$ cat config.mk
export PLATFORM = sky130hd
export DESIGN_NAME = elevator_dispatch_controller_top
export DESIGN_NICKNAME = d
export VERILOG_FILES = /design/src/rtl/core/edc_pkg.sv /design/src/rtl/core/elevator_dispatch_controller_top.sv /design/src/rtl/core/edc_ctrl.sv /design/src/rtl/core/edc_dpath.sv
export SDC_FILE = /design/constraint.sdc
export NUM_CORES = 1
export LEC_CHECK = 0
export BUFFER_PORTS_ARGS = -buffer_cell sky130_fd_sc_hd__buf_2
export CAP_MARGIN = 25
export CORE_ASPECT_RATIO = 0.6
export CORE_MARGIN = 8
export CORE_UTILIZATION = 60
export DETAILED_ROUTE_END_ITERATION = 10
export PLACE_DENSITY = 0.77
export SLEW_MARGIN = 20
export SYNTH_ARGS = -nofsm -noshare
export SYNTH_HDL_FRONTEND = slang
export SYNTH_SLANG_ARGS = --single-unit
export TNS_END_PERCENT = 10
$ cat constraint.sdc
create_clock -name clk -period 8.5 [get_ports clk]
set_input_delay 0.85 -clock clk [delete_from_list [all_inputs] [get_ports clk]]
set_output_delay 0.85 -clock clk [all_outputs]
set_load 0.01 [all_outputs]
$ cat src/rtl/core/edc_pkg.sv
// ----------------------------------------------------------------------------
// edc_pkg: shared types and constants of the elevator dispatch controller
// Field widths, operation and car state codes, transaction structs and the
// command and status bundles between the sequencer and the datapath.
// ----------------------------------------------------------------------------
package edc_pkg;

    localparam int FLOOR_W  = 4;
    localparam int RIDER_W  = 8;
    localparam int WEIGHT_W = 12;
    localparam int COUNT_W  = 4;
    localparam int SERVED_W = 16;
    localparam int STATE_W  = 3;
    localparam int PLIM_W   = 4;
    localparam int ADDR_W   = 3;
    localparam int DATA_W   = 32;

    localparam logic [PLIM_W-1:0]   PLIM_RESET = 4'd5;
    localparam logic [WEIGHT_W-1:0] WLIM_RESET = 12'd750;

    // register select taken from the word address
    localparam logic REG_PASSENGER = 1'b0;
    localparam logic REG_WEIGHT    = 1'b1;

    localparam logic [1:0] OP_ENQUEUE = 2'd0;
    localparam logic [1:0] OP_SERVICE = 2'd1;
    localparam logic [1:0] OP_START   = 2'd2;
    localparam logic [1:0] OP_DEACT   = 2'd3;

    localparam logic [STATE_W-1:0] MODE_OFFLINE = 3'd0;
    localparam logic [STATE_W-1:0] MODE_IDLE    = 3'd1;
    localparam logic [STATE_W-1:0] MODE_LOADING = 3'd2;
    localparam logic [STATE_W-1:0] MODE_UP      = 3'd3;
    localparam logic [STATE_W-1:0] MODE_DOWN    = 3'd4;

    typedef struct packed {
        logic [1:0]         opcode;
        logic [FLOOR_W-1:0] floor_number;
        logic [FLOOR_W-1:0] destination_floor;
        logic [RIDER_W-1:0] rider_weight;
    } item_t;

    typedef struct packed {
        logic [STATE_W-1:0]  car_state;
        logic                should_stop;
        logic [COUNT_W-1:0]  unloaded_count;
        logic [COUNT_W-1:0]  loaded_count;
        logic [COUNT_W-1:0]  riders_aboard;
        logic [WEIGHT_W-1:0] load_aboard;
        logic [SERVED_W-1:0] riders_served;
        logic                request_dropped;
    } result_t;

    typedef struct packed {
        logic latch;
        logic enq;
        logic misc;
        logic svc_begin;
        logic prechk;
        logic unl_step;
        logic unl_end;
        logic load_step;
        logic scan_clr;
        logic scan_step;
        logic finish;
        logic emit;
    } cmd_t;

    typedef struct packed {
        logic [1:0] opcode;
        logic       svc_ok;
        logic       unl_more;
        logic       load_go;
        logic       scan_last;
    } sts_t;

endpackage

$ cat src/rtl/core/elevator_dispatch_controller_top.sv
// ----------------------------------------------------------------------------
// elevator_dispatch_controller_top: scan-scheduling elevator car controller
// Enqueue, service, start and deactivate transactions against per-floor rider
// queues and an ordered car slot list, with an APB register port for limits.
// ----------------------------------------------------------------------------
// Enqueue, start, deactivate and a refused service pass from decode to result;
// an accepted service steps through pre-check, unload over the riders aboard,
// a boarding loop that waits on the queue memory's registered read port, and a
// scan of the car slots and floors. done is registered from the result emit.
// A new transaction is taken in the cycle that done is shown; results cannot
// be stalled. Reset (rst_n low) empties the car and all queues, sets floor 1,
// offline, and the limits to 5 riders and 750 weight units; no clearing pass.
// ----------------------------------------------------------------------------
module elevator_dispatch_controller_top
#(
    parameter int FLOOR_COUNT = 8,
    parameter int CAR_SLOTS   = 8,
    parameter int QUEUE_DEPTH = 8
)
(
    input  logic                          clk,
    input  logic                          rst_n,
    input  logic                          start,
    output logic                          busy,
    input  edc_pkg::item_t                item,
    output logic                          done,
    output edc_pkg::result_t              result,
    input  logic                          psel,
    input  logic                          penable,
    input  logic                          pwrite,
    input  logic [edc_pkg::ADDR_W-1:0]    paddr,
    input  logic [edc_pkg::DATA_W-1:0]    pwdata,
    output logic [edc_pkg::DATA_W-1:0]    prdata,
    output logic                          pready
);
    import edc_pkg::*;

    logic [PLIM_W-1:0]   plim_reg;
    logic [WEIGHT_W-1:0] wlim_reg;
    logic                cfg_wr;
    cmd_t                cmd;
    sts_t                sts;

    // Zero-wait-state APB: write on the access phase, reads are combinational.
    assign pready = 1'b1;
    assign cfg_wr = psel && penable && pwrite && pready;

    always_ff @(posedge clk or negedge rst_n)
    begin
        if (!rst_n)
        begin
            plim_reg <= PLIM_RESET;
            wlim_reg <= WLIM_RESET;
        end
        else if (cfg_wr)
        begin
            // word address bit selects the register; byte lanes are ignored
            unique case (paddr[2])
                REG_PASSENGER: plim_reg <= pwdata[PLIM_W-1:0];
                REG_WEIGHT:    wlim_reg <= pwdata[WEIGHT_W-1:0];
            endcase
        end
    end

    always_comb
    begin
        unique case (paddr[2])
            REG_PASSENGER: prdata = DATA_W'(plim_reg);
            REG_WEIGHT:    prdata = DATA_W'(wlim_reg);
        endcase
    end

    // Sequencer: walks each transaction through its phases.
    edc_ctrl u_ctrl
    (
        .clk   (clk),
        .rst_n (rst_n),
        .start (start),
        .sts   (sts),
        .cmd   (cmd),
        .busy  (busy)
    );

    // Datapath: queues, car slots, scan flags and the result register.
    edc_dpath
    #(
        .FLOOR_COUNT (FLOOR_COUNT),
        .CAR_SLOTS   (CAR_SLOTS),
        .QUEUE_DEPTH (QUEUE_DEPTH)
    )
    u_dpath
    (
        .clk             (clk),
        .rst_n           (rst_n),
        .cmd             (cmd),
        .sts             (sts),
        .item            (item),
        .passenger_limit (plim_reg),
        .weight_limit    (wlim_reg),
        .result          (result),
        .done            (done)
    );

endmodule

$ cat src/rtl/core/edc_ctrl.sv
// ----------------------------------------------------------------------------
// edc_ctrl: transaction sequencer
// Steps each accepted transaction through decode and result phases, with
// pre-check, unload, load, scan and finish phases for an accepted service.
// ----------------------------------------------------------------------------
module edc_ctrl
(
    input  logic         clk,
    input  logic         rst_n,
    input  logic         start,
    input  edc_pkg::sts_t sts,
    output edc_pkg::cmd_t cmd,
    output logic         busy
);
    import edc_pkg::*;

    typedef enum logic [3:0] {
        ST_IDLE,
        ST_DECODE,
        ST_PRECHK,
        ST_UNLOAD,
        ST_LOAD,
        ST_LOAD_WAIT,
        ST_SCAN,
        ST_FINISH,
        ST_RESULT
    } state_t;

    state_t state_reg;
    logic   busy_reg;

    assign busy = busy_reg;

    always_comb
    begin
        cmd = '0;
        unique case (state_reg)
            ST_IDLE:      cmd.latch = start;
            ST_DECODE:
            begin
                unique case (sts.opcode)
                    OP_ENQUEUE: cmd.enq = 1'b1;
                    OP_SERVICE: cmd.svc_begin = sts.svc_ok;
                    OP_START:   cmd.misc = 1'b1;
                    OP_DEACT:   cmd.misc = 1'b1;
                endcase
            end
            ST_PRECHK:    cmd.prechk = 1'b1;
            ST_UNLOAD:
            begin
                cmd.unl_step = sts.unl_more;
                cmd.unl_end  = !sts.unl_more;
            end
            ST_LOAD:
            begin
                cmd.load_step = sts.load_go;
                cmd.scan_clr  = !sts.load_go;
            end
            ST_LOAD_WAIT: cmd = '0;
            ST_SCAN:      cmd.scan_step = 1'b1;
            ST_FINISH:    cmd.finish = 1'b1;
            ST_RESULT:    cmd.emit = 1'b1;
        endcase
    end

    always_ff @(posedge clk or negedge rst_n)
    begin
        if (!rst_n)
        begin
            state_reg <= ST_IDLE;
            busy_reg  <= 1'b0;
        end
        else
        begin
            unique case (state_reg)
                ST_IDLE:
                begin
                    if (start)
                    begin
                        state_reg <= ST_DECODE;
                        busy_reg  <= 1'b1;
                    end
                end
                ST_DECODE:
                begin
                    if (sts.opcode == OP_SERVICE && sts.svc_ok)
                        state_reg <= ST_PRECHK;
                    else
                        state_reg <= ST_RESULT;
                end
                ST_PRECHK:    state_reg <= ST_UNLOAD;
                ST_UNLOAD:    state_reg <= sts.unl_more ? ST_UNLOAD : ST_LOAD;
                ST_LOAD:      state_reg <= sts.load_go ? ST_LOAD_WAIT : ST_SCAN;
                ST_LOAD_WAIT: state_reg <= ST_LOAD;
                ST_SCAN:      state_reg <= sts.scan_last ? ST_FINISH : ST_SCAN;
                ST_FINISH:    state_reg <= ST_RESULT;
                ST_RESULT:
                begin
                    state_reg <= ST_IDLE;
                    busy_reg  <= 1'b0;
                end
            endcase
        end
    end

endmodule

$ cat src/rtl/core/edc_dpath.sv
// ----------------------------------------------------------------------------
// edc_dpath: car and floor queue datapath
// Floor queue memory, car slot list, counters, scan flags and the result
// register, all stepped by sequencer commands.
// ----------------------------------------------------------------------------
module edc_dpath
#(
    parameter int FLOOR_COUNT = 8,
    parameter int CAR_SLOTS   = 8,
    parameter int QUEUE_DEPTH = 8
)
(
    input  logic                            clk,
    input  logic                            rst_n,
    input  edc_pkg::cmd_t                   cmd,
    output edc_pkg::sts_t                   sts,
    input  edc_pkg::item_t                  item,
    input  logic [edc_pkg::PLIM_W-1:0]      passenger_limit,
    input  logic [edc_pkg::WEIGHT_W-1:0]    weight_limit,
    output edc_pkg::result_t                result,
    output logic                            done
);
    import edc_pkg::*;

    localparam int FIW    = (FLOOR_COUNT > 1) ? $clog2(FLOOR_COUNT) : 1;
    localparam int QPW    = (QUEUE_DEPTH > 1) ? $clog2(QUEUE_DEPTH) : 1;
    localparam int FW     = $clog2(QUEUE_DEPTH + 1);
    localparam int SIW    = (CAR_SLOTS > 1) ? $clog2(CAR_SLOTS) : 1;
    localparam int RW     = $clog2(CAR_SLOTS + 1);
    localparam int MD     = FLOOR_COUNT * QUEUE_DEPTH;
    localparam int AW     = $clog2(MD);
    localparam int SCAN_N = (FLOOR_COUNT > CAR_SLOTS) ? FLOOR_COUNT : CAR_SLOTS;
    localparam int CW     = $clog2(SCAN_N + 1);
    localparam int FVX    = $clog2(FLOOR_COUNT + 1);
    localparam int FVW    = (FVX > FLOOR_W) ? FVX : FLOOR_W;
    localparam int QEW    = FLOOR_W + RIDER_W;

    logic [QEW-1:0]      qmem [MD];
    logic [QEW-1:0]      qrd_reg;
    logic [QPW-1:0]      head_reg [FLOOR_COUNT];
    logic [FW-1:0]       fill_reg [FLOOR_COUNT];
    logic [FLOOR_W-1:0]  slot_dst_reg [CAR_SLOTS];
    logic [RIDER_W-1:0]  slot_wt_reg [CAR_SLOTS];

    item_t               item_reg;
    logic [RW-1:0]       riders_reg;
    logic [WEIGHT_W-1:0] weight_reg;
    logic [SERVED_W-1:0] served_reg;
    logic [FVW-1:0]      pf_reg;
    logic [STATE_W-1:0]  mode_reg;
    logic                wind_reg;
    logic [CW-1:0]       cnt_reg;
    logic [RW-1:0]       keep_reg;
    logic [RW-1:0]       unl_reg;
    logic [RW-1:0]       ld_reg;
    logic                pre_stop_reg;
    logic                drop_reg;
    logic                s_above_reg;
    logic                s_below_reg;
    logic                first_found_reg;
    logic                first_up_reg;
    logic                q_above_reg;
    logic                q_below_reg;
    logic                best_valid_reg;
    logic [FVW-1:0]      best_gap_reg;
    logic [FVW-1:0]      best_fl_reg;
    result_t             result_reg;
    logic                done_reg;

    logic                fl_ok;
    logic                dst_ok;
    logic [FIW-1:0]      fidx;
    logic [FIW-1:0]      fill_idx;
    logic [FW-1:0]       fill_rd;
    logic [QPW-1:0]      head_rd;
    logic [QPW-1:0]      head_inc;
    logic [FW:0]         tail_sum;
    logic [QPW-1:0]      tail;
    logic [AW-1:0]       raddr;
    logic [AW-1:0]       waddr;
    logic [FLOOR_W-1:0]  qhead_dst;
    logic [RIDER_W-1:0]  qhead_wt;
    logic [RW-1:0]       seat;
    logic                head_fits;
    logic [SIW-1:0]      slot_idx;
    logic [FLOOR_W-1:0]  sd;
    logic [RIDER_W-1:0]  sw;
    logic [FVW-1:0]      sdv;
    logic [FVW-1:0]      fv;
    logic [FVW-1:0]      gap;
    logic                enq_ok;
    logic                above;
    logic                below;
    logic [STATE_W-1:0]  mode_fin;

    assign fl_ok  = (item_reg.floor_number != '0) && (32'(item_reg.floor_number) <= FLOOR_COUNT);
    assign dst_ok = (item_reg.destination_floor != '0)
                 && (32'(item_reg.destination_floor) <= FLOOR_COUNT);
    assign fidx   = FIW'(item_reg.floor_number - FLOOR_W'(1));

    // one read port on the per-floor counts: the scan walks floors, else the item floor
    assign fill_idx = cmd.scan_step ? FIW'(cnt_reg) : fidx;
    assign fill_rd  = fill_reg[fill_idx];
    assign head_rd  = head_reg[fidx];
    assign head_inc = (32'(head_rd) + 1 >= QUEUE_DEPTH) ? '0 : QPW'(32'(head_rd) + 1);
    assign tail_sum = (FW + 1)'(head_rd) + (FW + 1)'(fill_rd);
    assign tail     = (32'(tail_sum) >= QUEUE_DEPTH) ? QPW'(32'(tail_sum) - QUEUE_DEPTH)
                                                     : QPW'(tail_sum);
    assign raddr    = AW'(32'(fidx) * QUEUE_DEPTH + 32'(head_rd));
    assign waddr    = AW'(32'(fidx) * QUEUE_DEPTH + 32'(tail));
    assign qhead_dst = qrd_reg[QEW-1:RIDER_W];
    assign qhead_wt  = qrd_reg[RIDER_W-1:0];

    assign seat = (32'(passenger_limit) < CAR_SLOTS) ? RW'(passenger_limit) : RW'(CAR_SLOTS);
    assign head_fits = (fill_rd != '0) && (riders_reg < seat)
                    && (({1'b0, weight_reg} + (WEIGHT_W + 1)'(qhead_wt))
                        <= {1'b0, weight_limit});

    assign slot_idx = SIW'(cnt_reg);
    assign sd       = slot_dst_reg[slot_idx];
    assign sw       = slot_wt_reg[slot_idx];
    assign sdv      = FVW'(sd);
    assign fv       = FVW'(32'(cnt_reg) + 1);
    assign gap      = (fv > pf_reg) ? fv - pf_reg : pf_reg - fv;
    assign enq_ok   = fl_ok && dst_ok && (32'(fill_rd) < QUEUE_DEPTH);

    assign sts.opcode    = item_reg.opcode;
    assign sts.svc_ok    = (mode_reg != MODE_OFFLINE) && fl_ok;
    assign sts.unl_more  = 32'(cnt_reg) < 32'(riders_reg);
    assign sts.load_go   = !wind_reg && head_fits;
    assign sts.scan_last = (cnt_reg == CW'(SCAN_N - 1));

    assign above = s_above_reg || q_above_reg;
    assign below = s_below_reg || q_below_reg;

    always_comb
    begin
        priority if (wind_reg && riders_reg == '0)
            mode_fin = MODE_OFFLINE;
        else if (mode_reg == MODE_UP)
            mode_fin = above ? MODE_UP : (below ? MODE_DOWN : MODE_IDLE);
        else if (mode_reg == MODE_DOWN)
            mode_fin = below ? MODE_DOWN : (above ? MODE_UP : MODE_IDLE);
        else if (first_found_reg)
            mode_fin = first_up_reg ? MODE_UP : MODE_DOWN;
        else if (!best_valid_reg)
            mode_fin = MODE_IDLE;
        else if (best_fl_reg > pf_reg)
            mode_fin = MODE_UP;
        else if (best_fl_reg < pf_reg)
            mode_fin = MODE_DOWN;
        else
            mode_fin = MODE_LOADING;
    end

    // queue memory: registered read of the item floor's head
    always_ff @(posedge clk)
    begin
        if (cmd.enq && enq_ok)
            qmem[waddr] <= {item_reg.destination_floor, item_reg.rider_weight};
        qrd_reg <= qmem[raddr];
    end

    // car slot list: compact on unload, append on boarding
    always_ff @(posedge clk)
    begin
        if (cmd.unl_step && sdv != pf_reg)
        begin
            slot_dst_reg[SIW'(keep_reg)] <= sd;
            slot_wt_reg[SIW'(keep_reg)]  <= sw;
        end
        if (cmd.load_step)
        begin
            slot_dst_reg[SIW'(riders_reg)] <= qhead_dst;
            slot_wt_reg[SIW'(riders_reg)]  <= qhead_wt;
        end
    end

    always_ff @(posedge clk)
    begin
        if (cmd.latch)
            item_reg <= item;
        if (cmd.emit)
        begin
            result_reg.car_state       <= mode_reg;
            result_reg.should_stop     <= pre_stop_reg || (unl_reg != '0);
            result_reg.unloaded_count  <= COUNT_W'(unl_reg);
            result_reg.loaded_count    <= COUNT_W'(ld_reg);
            result_reg.riders_aboard   <= COUNT_W'(riders_reg);
            result_reg.load_aboard     <= weight_reg;
            result_reg.riders_served   <= served_reg;
            result_reg.request_dropped <= drop_reg;
        end
    end

    always_ff @(posedge clk or negedge rst_n)
    begin
        if (!rst_n)
        begin
            for (int f = 0; f < FLOOR_COUNT; f++)
            begin
                head_reg[f] <= '0;
                fill_reg[f] <= '0;
            end
            riders_reg      <= '0;
            weight_reg      <= '0;
            served_reg      <= '0;
            pf_reg          <= FVW'(1);
            mode_reg        <= MODE_OFFLINE;
            wind_reg        <= 1'b0;
            cnt_reg         <= '0;
            keep_reg        <= '0;
            unl_reg         <= '0;
            ld_reg          <= '0;
            pre_stop_reg    <= 1'b0;
            drop_reg        <= 1'b0;
            s_above_reg     <= 1'b0;
            s_below_reg     <= 1'b0;
            first_found_reg <= 1'b0;
            first_up_reg    <= 1'b0;
            q_above_reg     <= 1'b0;
            q_below_reg     <= 1'b0;
            best_valid_reg  <= 1'b0;
            best_gap_reg    <= '0;
            best_fl_reg     <= '0;
            done_reg        <= 1'b0;
        end
        else
        begin
            done_reg <= cmd.emit;
            if (cmd.latch)
            begin
                unl_reg      <= '0;
                ld_reg       <= '0;
                pre_stop_reg <= 1'b0;
                drop_reg     <= 1'b0;
            end
            if (cmd.enq)
            begin
                if (enq_ok)
                    fill_reg[fidx] <= FW'(fill_rd + FW'(1));
                else
                    drop_reg <= 1'b1;
            end
            if (cmd.misc)
            begin
                if (item_reg.opcode == OP_START)
                begin
                    if (mode_reg == MODE_OFFLINE)
                    begin
                        mode_reg <= MODE_IDLE;
                        wind_reg <= 1'b0;
                    end
                end
                else if (mode_reg != MODE_OFFLINE)
                    wind_reg <= 1'b1;
            end
            if (cmd.svc_begin)
            begin
                pf_reg   <= FVW'(item_reg.floor_number);
                cnt_reg  <= '0;
                keep_reg <= '0;
            end
            if (cmd.prechk)
                pre_stop_reg <= sts.load_go;
            if (cmd.unl_step)
            begin
                if (sdv == pf_reg)
                begin
                    weight_reg <= weight_reg - WEIGHT_W'(sw);
                    served_reg <= served_reg + SERVED_W'(1);
                    unl_reg    <= unl_reg + RW'(1);
                end
                else
                    keep_reg <= keep_reg + RW'(1);
                cnt_reg <= cnt_reg + CW'(1);
            end
            if (cmd.unl_end)
                riders_reg <= keep_reg;
            if (cmd.load_step)
            begin
                riders_reg     <= riders_reg + RW'(1);
                weight_reg     <= weight_reg + WEIGHT_W'(qhead_wt);
                fill_reg[fidx] <= FW'(fill_rd - FW'(1));
                head_reg[fidx] <= head_inc;
                ld_reg         <= ld_reg + RW'(1);
            end
            if (cmd.scan_clr)
            begin
                cnt_reg         <= '0;
                s_above_reg     <= 1'b0;
                s_below_reg     <= 1'b0;
                first_found_reg <= 1'b0;
                first_up_reg    <= 1'b0;
                q_above_reg     <= 1'b0;
                q_below_reg     <= 1'b0;
                best_valid_reg  <= 1'b0;
            end
            if (cmd.scan_step)
            begin
                if (32'(cnt_reg) < 32'(riders_reg))
                begin
                    if (sdv > pf_reg)
                        s_above_reg <= 1'b1;
                    if (sdv < pf_reg)
                        s_below_reg <= 1'b1;
                    if (!first_found_reg && sdv != pf_reg)
                    begin
                        first_found_reg <= 1'b1;
                        first_up_reg    <= sdv > pf_reg;
                    end
                end
                if (32'(cnt_reg) < FLOOR_COUNT && fill_rd != '0)
                begin
                    if (fv > pf_reg)
                        q_above_reg <= 1'b1;
                    if (fv < pf_reg)
                        q_below_reg <= 1'b1;
                    // strict compare keeps the lower floor on a tie
                    if (!best_valid_reg || gap < best_gap_reg)
                    begin
                        best_valid_reg <= 1'b1;
                        best_gap_reg   <= gap;
                        best_fl_reg    <= fv;
                    end
                end
                cnt_reg <= cnt_reg + CW'(1);
            end
            if (cmd.finish)
            begin
                mode_reg <= mode_fin;
                if (wind_reg && riders_reg == '0)
                    wind_reg <= 1'b0;
            end
        end
    end

    assign result = result_reg;
    assign done   = done_reg;

endmodule

**After elaboration in Yosys (flattened, before gate mapping)**

Memories as Yosys holds them, arrays and structs flattened. A register that Yosys moved wholly into a read port is not among the register bits.
Index checks and enable logic that the tools add are counted.

- Memory bits (writable): 864
- Bits in latches: 0
- Bits in read-only memories: 0
- Word-level logic and storage cells: 297
- Flip-flop bits (word level): 214
- Bits of input ports: 59
- Memories: 3

- Reductions and logical operators: 55
- Shift operators: 0
- Mux-type cells: 125
- $lt $le $gt $ge: 20
- Bitwise logic cells: 3
- Divide/modulo/power cells: 0
- Eq/ne operators: 17
- Multipliers: 0
- Add/sub/neg operators: 20

Memories:

| memory | depth | bits a word | read ports | clocked after memory_dff | wr ports | RTL line | RTL |
|---|---|---|---|---|---|---|---|
| u_dpath.qmem | 64 | 12 | 1 | 1 | 1 | edc_dpath.sv:38 | `logic [QEW-1:0] qmem [MD];` |
| u_dpath.slot_wt_reg | 8 | 8 | 1 | 0 | 1 | edc_dpath.sv:43 | `logic [RIDER_W-1:0] slot_wt_reg [CAR_SLOTS];` |
| u_dpath.slot_dst_reg | 8 | 4 | 1 | 0 | 1 | edc_dpath.sv:42 | `logic [FLOOR_W-1:0] slot_dst_reg [CAR_SLOTS];` |

Operators with widths:

| cell | count |
|---|---|
| two-way mux 32 bit | 3 |
| two-way mux 4 bit | 22 |
| two-way mux 3 bit | 25 |
| bitwise mux 32 bit | 2 |
| one-hot mux 32 bit (2 select lines) | 1 |
| two-way mux 1 bit | 57 |
| two-way mux 12 bit | 3 |
| one-hot mux 4 bit (9 select lines) | 1 |
| >= comparator 32 x 4 -> 1 bit, second input constant | 1 |
| adder 4 x 1 -> 4 bit, second input constant | 7 |
| bitwise mux 24 bit | 1 |
| less-than comparator 4 bit | 6 |
| == test 4 x 3 -> 1 bit, second input constant | 5 |
| nonzero test 4 bit | 5 |
| nonzero test 2 bit | 9 |
| logical AND 1 bit | 17 |
| adder 16 x 1 -> 16 bit, second input constant | 1 |
| adder 12 x 8 -> 13 bit | 1 |
| <= comparator 13 x 12 -> 1 bit | 1 |
| adder 12 x 8 -> 12 bit | 1 |
| adder 6 x 3 -> 6 bit | 2 |
| binary-select mux 4 bit (select 3 bit) | 1 |
| demux 4 bit (select 3 bit) | 1 |
| > comparator 4 bit | 3 |
| 39 further kinds | 64 |

**Logic depth before layout (Yosys ltp)**

Gate-level depths: netlist of run 1.

- Depth after elaboration: 17
- Gate-level depth with buffers: 31

**By module**

A second synthesis of run 1 with hierarchy kept.

- Cell total of the unflattened synthesis: 3141
- Area, all modules: 46103.0 sq um

Modules (own cells, without submodules):

| module | instances | area an instance (sq um) | cells an instance |
|---|---|---|---|
| edc_dpath | 1 | 44760.4 | 3018 |
| elevator_dispatch_controller_top | 1 | 927.1 | 71 |
| edc_ctrl | 1 | 415.4 | 52 |

**Least setup slack after synthesis of run 1**

OpenSTA, ideal clock, no wires.

- Kind: reg-to-reg
- From: register u_dpath.weight_reg[1]
- To: register u_dpath.weight_reg[10]
- Data arrival time: 5.860 ns
- Stages on the path, launching flop included: 31
- Required time: 8.375 ns
- Setup slack: 2.515 ns
- Setup time: 0.125 ns
- Buffers on the path: 2
- Period minus slack after synthesis: 5.985 ns
- Cells stage by stage: dfrtp_1 > ha_1 > a21o_1 > a21oi_1 > o21bai_1 > a21oi_1 > nor2b_1 > o21ai_0 > nor2b_1 > xnor2_1 > ha_1 > nand4_1 > nor4_1 > a21oi_1 > a221oi_1 > o211ai_1 > a31o_1 > buf_2 > clkbuf_1 > a21oi_1 > ha_1 > inv_1 > fa_1 > nor2b_1 > o21ai_0 > a21boi_0 > o21ai_0 > a21oi_1 > a31oi_1 > xnor2_1 > mux2_2

- Word-level cells in the longest chain between the ends: 7

RTL lines:

| item | RTL line | RTL |
|---|---|---|
| start: declaration | edc_dpath.sv:47 | `logic [WEIGHT_W-1:0] weight_reg;` |
| start signal: assignment | edc_dpath.sv:270 | `weight_reg <= weight_reg - WEIGHT_W'(sw);` |
| start signal: assignment | edc_dpath.sv:283 | `weight_reg <= weight_reg + WEIGHT_W'(qhead_wt);` |
| adder 12 x 8 -> 13 bit | edc_dpath.sv:116 | `&& (({1'b0, weight_reg} + (WEIGHT_W + 1)'(qhead_wt))` |
| <= comparator 13 x 12 -> 1 bit | edc_dpath.sv:117 | `<= {1'b0, weight_limit});` |
| logical AND 1 bit | edc_dpath.sv:116 |  |
| logical AND 1 bit | edc_dpath.sv:130 | `assign sts.load_go = !wind_reg && head_fits;` |
| two-way mux 2 bit | edc_ctrl.sv:37 | `unique case (state_reg)` |
| nonzero test 2 bit (no source line) | n/a |  |
| AND reduction 2 bit (no source line) | n/a |  |

Parallel ways exist; a longest one is shown, timed or not. The select of a mux whose other input is x is not followed.
A chain may end at the register's enable or synchronous reset.

**Worst setup path after layout of run 1**

Same ends and word-level chain as after synthesis.

==> reports/qor.csv, run 1 <==
metric;value;unit
Placeable Area;77000;µm²
CTS clk-pin slew, worst paths;0.07;ns
cts repair resizes;0;
Longest Clk Path Bufs;3;
reg2reg setup slack;1.47;ns
Final Setup Violations;0;
period utilization;82.7;%
Worst path most repeated cell;a21oi_1;
startpoint type of the worst setup path;flop;
Post-Synth Adder-Cell Area;2.08;%
Final Util;66.5;%
Multi-input gate area;13300;µm²
ys async rst share;13.9;%
Final HPWL DP;75300;µm
area grow syn2layout;10.5;%
arrival time at the worst endpoint;7.58;ns
Via-to-Cell Ratio;6.41;
total CTS buffers;92;
HP Class;primary input to async pin;
largest family of logic cells by synthesized area;simple AND/OR/NAND/NOR gates;
Die ar.;86600;µm²
slowest stage delay, CP;0.55;ns
Pleak;0.0182;µW
vias in the first global route;27646;
Synth Area in Simple Gates;11.1;%
Max Fclk;0.142;GHz
Clock Skew;0.0231;ns
number of flops mapped to enable cells by yosys;927;
cell row count;79;
Global Route Usage Sum;27.1;%
Post-CTS Setup Inserts;0;
Mapped Avg Cell Area;13.7;µm²
residual DRC count;0;
number of nets in the layout;3648;
Syn. warnings;0;
first-pass GRT wire length;177000;µm
Final Slew Violations;0;
multiplexer share of the synthesized area;7.24;%
ys flop type;edfxtp_1;
layout cells sized above 1;14.7;%
Crit-path slowest cell;a21oi_1;
Worst Path Class, Setup;flop to flop;
Post-DRT Antenna Nets;0;
VDD IR-drop max;0.230;mV
Iteration-0 DRC Markers;4793;
max reg flops;768;
Max Cap Viol;0;
initial antenna violation count;6;
IO Count;139;
setup TNS;0;ns
Mapped Area;46300;µm²
WP data required;9.06;ns
Cell variety after synth;94;
largest net degree at the start of global routing;161;
status;finished clean;
Yosys reg bits;1090;
Die Y;231;µm
Die X;375;µm
fin crit period;7.03;ns
IO Port Bufs;95;
Routed WL;120000;µm
Vias;29476;
Sequential cell area;31900;µm²
Pre-antenna DRT Iters;6;
commonest non-fill, non-tap cell in the layout;edfxtp_1;
synthesized instance count;3379;
CP Capture Type;flop;
critical path peak fanout;24;
unrepaired setup endpoints after global routing;no;
Sink Count;1090;
Hold-fix buffers, CTS;0;
gr ovfl total;0;
Fin. Hold Viols;0;
most frequent cells in the layout;edfxtp_1, nand2_1, nand3_1;
post-synthesis xor/xnor area fraction;1.11;%
Final Wtd Congestion;0.935;
Compound-Gate Fraction of Synth Area;6.89;%
Starting Density;60.1;%
FILL cells;5271;
sequential area share after synthesis;68.8;%
wire per inst;26.2;µm
Worst Tran Pin Value;1.05;ns
H-Tree Depth;3;
relative slew slack;29.8;%
Power Dens Cells;305;nW/µm²
Root Buffer;clkbuf_16;
CTS tree;yes;
Clock Latency Late Sink;0.67;ns
## worst max-delay path, delay by kind of cell (launching register included)
kind	cells	cell delay, ns
multiplexers	1	0.25
AO/OA/AOI/OAI	15	3.84
flip-flops	1	0.44
buffers and inverters	1	0.07
AND/OR/NAND/NOR	5	0.76
adder cells (fa/ha/maj)	4	1.34
XOR/XNOR	2	0.23
## layout make-up
type	instances	area share (%)
timing repair buffer	218	2.87
multi-input combinational	2042	26.1
antenna	1	0.00489
clock inverter	39	0.721
inverter	71	0.538
tap	1012	2.47
clock buffer	128	5.07
sequential	1090	62.3
## worst paths after layout
path,end,from,cells after the start
worst max-delay path,u_dpath.weight_reg[10],u_dpath.weight_reg[1],28
worst min-delay path,u_dpath.served_reg[7],rst_n,1
worst max register to register,u_dpath.weight_reg[10],u_dpath.weight_reg[1],28
worst min register to register,u_dpath.result[12],u_dpath.served_reg[11],0
max in group asynchronous,u_dpath.cnt_reg[0],rst_n,2
min in group clk,u_dpath.item_reg[8],item[8],1
## metal layers
| layer | GRT usage [%] | part of all wire (%) |
|---|---|---|
| met1 | 42.1 | 42 |
| met2 | 36.1 | 40 |
| met3 | 10.0 | 15 |
| met4 | 6.17 | 1.9 |
| met5 | 0 | 0.011 |
## power breakdown
group | internal [µW] | leakage (µW) | switching, µW
Clock | 2340 | 0.00145 | 1880
Combinational | 1420 | 0.00630 | 3300
Sequential | 6410 | 0.0105 | 229
Total | 10200 | 0.0182 | 5410
## kinds of logic after synthesis
family / after synthesis
AO/OA/AOI/OAI: 454
XOR/XNOR: 55
adder cells (fa/ha/maj): 74
buffers and inverters: 266
flip-flops: 1090
multiplexers: 285
other: 2
AND/OR/NAND/NOR: 1153
## metrics by stage
stage | cells | cell area [µm²] | power (µW) | setup WS [ns] | hold WS (ns)
after detailed placement | 4430 | 48200 | 11300 | 1.56 | 0.434
after global routing | 4600 | 51200 | 16200 | 0.763 | 0.292
after global placement | 4430 | 48200 | 11200 | 1.78 | 0.434
final | 4601 | 51200 | 15600 | 1.47 | 0.232
after CTS | 4597 | 51100 | 15500 | 1.52 | 0.241
after floorplan | 3398 | 46400 | 9530 | 2.52 | 0.423
## Yosys cell counts (8+ instances only)
cell,n,share of area [%]
edfxtp_1,927,60
nand2_1,601,4.9
nand3_1,246,2.7
mux2i_1,173,3.7
nor2_1,143,1.2
dfrtp_1,141,7.6
a21oi_1,92,0.99
o21ai_0,76,0.82
mux2_2,75,1.8
clkbuf_1,71,0.58
buf_2,70,0.76
ha_1,69,1.9
inv_1,69,0.56
a31oi_1,59,0.80
nand4_1,43,0.58
a32oi_1,41,0.78
buf_4,33,0.54
mux4_2,30,1.5
xnor2_1,30,0.57
xor2_1,22,0.42
a221oi_1,18,0.34
nor2b_1,17,0.23
nor3_1,17,0.18
a21o_1,16,0.26
buf_1,16,0.13
o2111ai_1,15,0.28
or3_1,15,0.20
o21bai_1,14,0.23
and2_1,13,0.18
dfxtp_1,12,0.52
o211ai_1,12,0.19
a22oi_1,11,0.18
a2111oi_0,10,0.19
dfstp_2,10,0.57
o41a_1,10,0.24
nor2_4,9,0.22
a21boi_0,8,0.13
a21boi_1,8,0.13
nand2b_1,8,0.11
nand3b_1,8,0.13
(Power assumes the default switching activity.)
==> run 2: changes to the inputs <==
- CORE_UTILIZATION: 60 -> 56
- PLACE_DENSITY: 0.77 -> 0.76
- clock period: 8.5 -> 5.75 ns (I/O delays scaled with it)
==> reports/qor.csv, run 2 (synthesized netlist as in run 1, its figures left out) <==
metric;value;unit;change
initial antenna violation count;5;;was 6
unrepaired setup endpoints after global routing;yes;;was no
Final Wtd Congestion;0.923;;was 0.935
Buf+Inv Stages, Crit Path;2;;was 1
Iteration-0 DRC Markers;4844;;was 4793
Crit-path slowest cell;dfrtp_1;;was a21oi_1
period utilization;96.0;%;was 82.7%
placed cells;4569;;was 4430
max reg flops;768;;unchanged
top cell family by delay on the critical path;compound AO/OA/AOI/OAI gates;;unchanged
Final Slew Violations;0;;unchanged
Die Y;239;µm;was 231 µm
Max Cap Viol;0;;unchanged
total CTS buffers;93;;was 92
total power;23500;µW;was 15600 µW
startpoint type of the worst setup path;flop;;unchanged
relative slew slack;26.5;%;was 29.8%
H-Tree Depth;3;;unchanged
Final Setup Violations;0;;unchanged
CTS tree;yes;;unchanged
IO Port Bufs;95;;unchanged
status;finished clean;;unchanged
Fin. Hold Viols;0;;unchanged
Clock Latency Late Sink;0.69;ns;was 0.67 ns
Die X;387;µm;was 375 µm
arrival time at the worst endpoint;6.08;ns;was 7.58 ns
Post-DRT Antenna Nets;0;;unchanged
fin crit period;5.52;ns;was 7.03 ns
cell row count;81;;was 79
Vias;30131;;was 29476
CP Capture Type;flop;;unchanged
Worst Tran Pin Value;1.10;ns;was 1.05 ns
Final HPWL DP;80100;µm;was 75300 µm
Placeable Area;81700;µm²;was 77000 µm²
Clock Skew;0.0330;ns;was 0.0231 ns
critical path peak fanout;8;;was 24
Global Route Usage Sum;26.0;%;was 27.1%
Worst R2R Start;u_dpath.weight_reg[1];;unchanged
Via-to-Cell Ratio;6.34;;was 6.41
Hold Path Origin;item[13];;
Max Fclk;0.181;GHz;was 0.142 GHz
final non-filler cell total;4751;;was 4601
WP data required;6.31;ns;was 9.06 ns
Pre-antenna DRT Iters;5;;was 6
most frequent cells in the layout;edfxtp_1, nand2_1, nand3_1;;unchanged
Worst Path Class, Setup;flop to flop;;unchanged
Setup crit start;u_dpath.weight_reg[1];;unchanged
first-pass GRT wire length;182000;µm;was 177000 µm
Routed WL;125000;µm;was 120000 µm
layout cells sized above 1;17.1;%;was 14.7%
number of nets in the layout;3726;;was 3648
Power Dens Cells;452;nW/µm²;was 305 nW/µm²
Sink Count;1090;;unchanged
CTS clk-pin slew, worst paths;0.07;ns;about the same
HP Class;primary input to flop;;was primary input to async pin
area grow syn2layout;12.2;%;was 10.5%
residual DRC count;0;;unchanged
Root Buffer;clkbuf_16;;unchanged
VDD IR-drop max;0.440;mV;was 0.230 mV
IO Count;139;;unchanged
wire per inst;26.2;µm;about the same
Longest Clk Path Bufs;3;;unchanged
commonest non-fill, non-tap cell in the layout;edfxtp_1;;unchanged
vias in the first global route;28010;;was 27646
slowest stage delay, CP;0.41;ns;was 0.55 ns
gr ovfl total;0;;unchanged
Die ar.;92400;µm²;was 86600 µm²
Starting Density;56.7;%;was 60.1%
largest net degree at the start of global routing;117;;was 161
FILL cells;5900;;was 5271
Pleak;0.0186;µW;was 0.0182 µW
## run 2: worst paths after layout
kind                       slack [ns]                endpoint  depth (start not counted)
max reg2reg                      0.23  u_dpath.weight_reg[10]                         29
min reg2reg                      0.46      u_dpath.result[12]                          0
min in group asynchronous        0.38      u_dpath.unl_reg[2]                          2
min                              0.07    u_dpath.item_reg[13]                          1
max in group asynchronous        4.15      u_dpath.cnt_reg[1]                          3
max                              0.23  u_dpath.weight_reg[10]                         29
## run 2: routing by layer
metal	global-route usage [%]	up-vias	part of all wire, %
met5	0	-	0
met4	6.56	0	2.2
met3	9.16	184	16
met2	34.1	2026	40
met1	40.7	14893	42
li1	-	13028	-
## run 2: where the power goes
part / internal [µW] / switching [µW]
Combinational: 2350 / 5080
Clock: 3360 / 2870
Sequential: 9470 / 369
## run 2: final cells by class
type	instances	area, µm²	area share, %
inverters	71	274	0.528
diodes	3	7.51	0.0145
clock buffers	120	2460	4.74
multi-input cells	2042	13400	25.9
repair buffers	295	2080	4.00
clock inverters	51	463	0.891
flip-flops and latches	1090	31900	61.4
well taps	1079	1350	2.60
## run 2: timing repair
item                       CTS  global route
setup buffers                0             5
pin swaps                    0            17
hold buffers                 1             0
setup endpoints to repair    3            24
hold endpoints to repair    29             0
gates resized for setup      3            32
## run 2: worst register-to-register path: cells and delay by family (launching register included)
kind / cells / cell delay (ns)
mux: 1 / 0.25
simple gates: 5 / 0.77
xor+xnor: 2 / 0.20
flops: 1 / 0.41
buf+inv: 2 / 0.24
fa+ha+maj: 4 / 1.08
compound gates: 15 / 2.45
## run 2: metrics by stage
stage | area [µm²] | utilization [%] | TNS (ns) | hold WS (ns) | setup slack (ns)
5_1_grt | 51900 | 63.6 | -0.171 | 0.0448 | -0.0732
3_5_place_dp | 48800 | 59.8 | -0.0977 | 0.438 | -0.0496
3_3_place_gp | 48800 | 59.8 | 0 | 0.429 | 0.0270
6_report | 51900 | 63.6 | 0 | 0.0722 | 0.229
4_1_cts | 51800 | 63.4 | 0 | 0.0296 | 0.0138
2_1_floorplan | 46400 | - | 0 | 0.279 | 0.0196
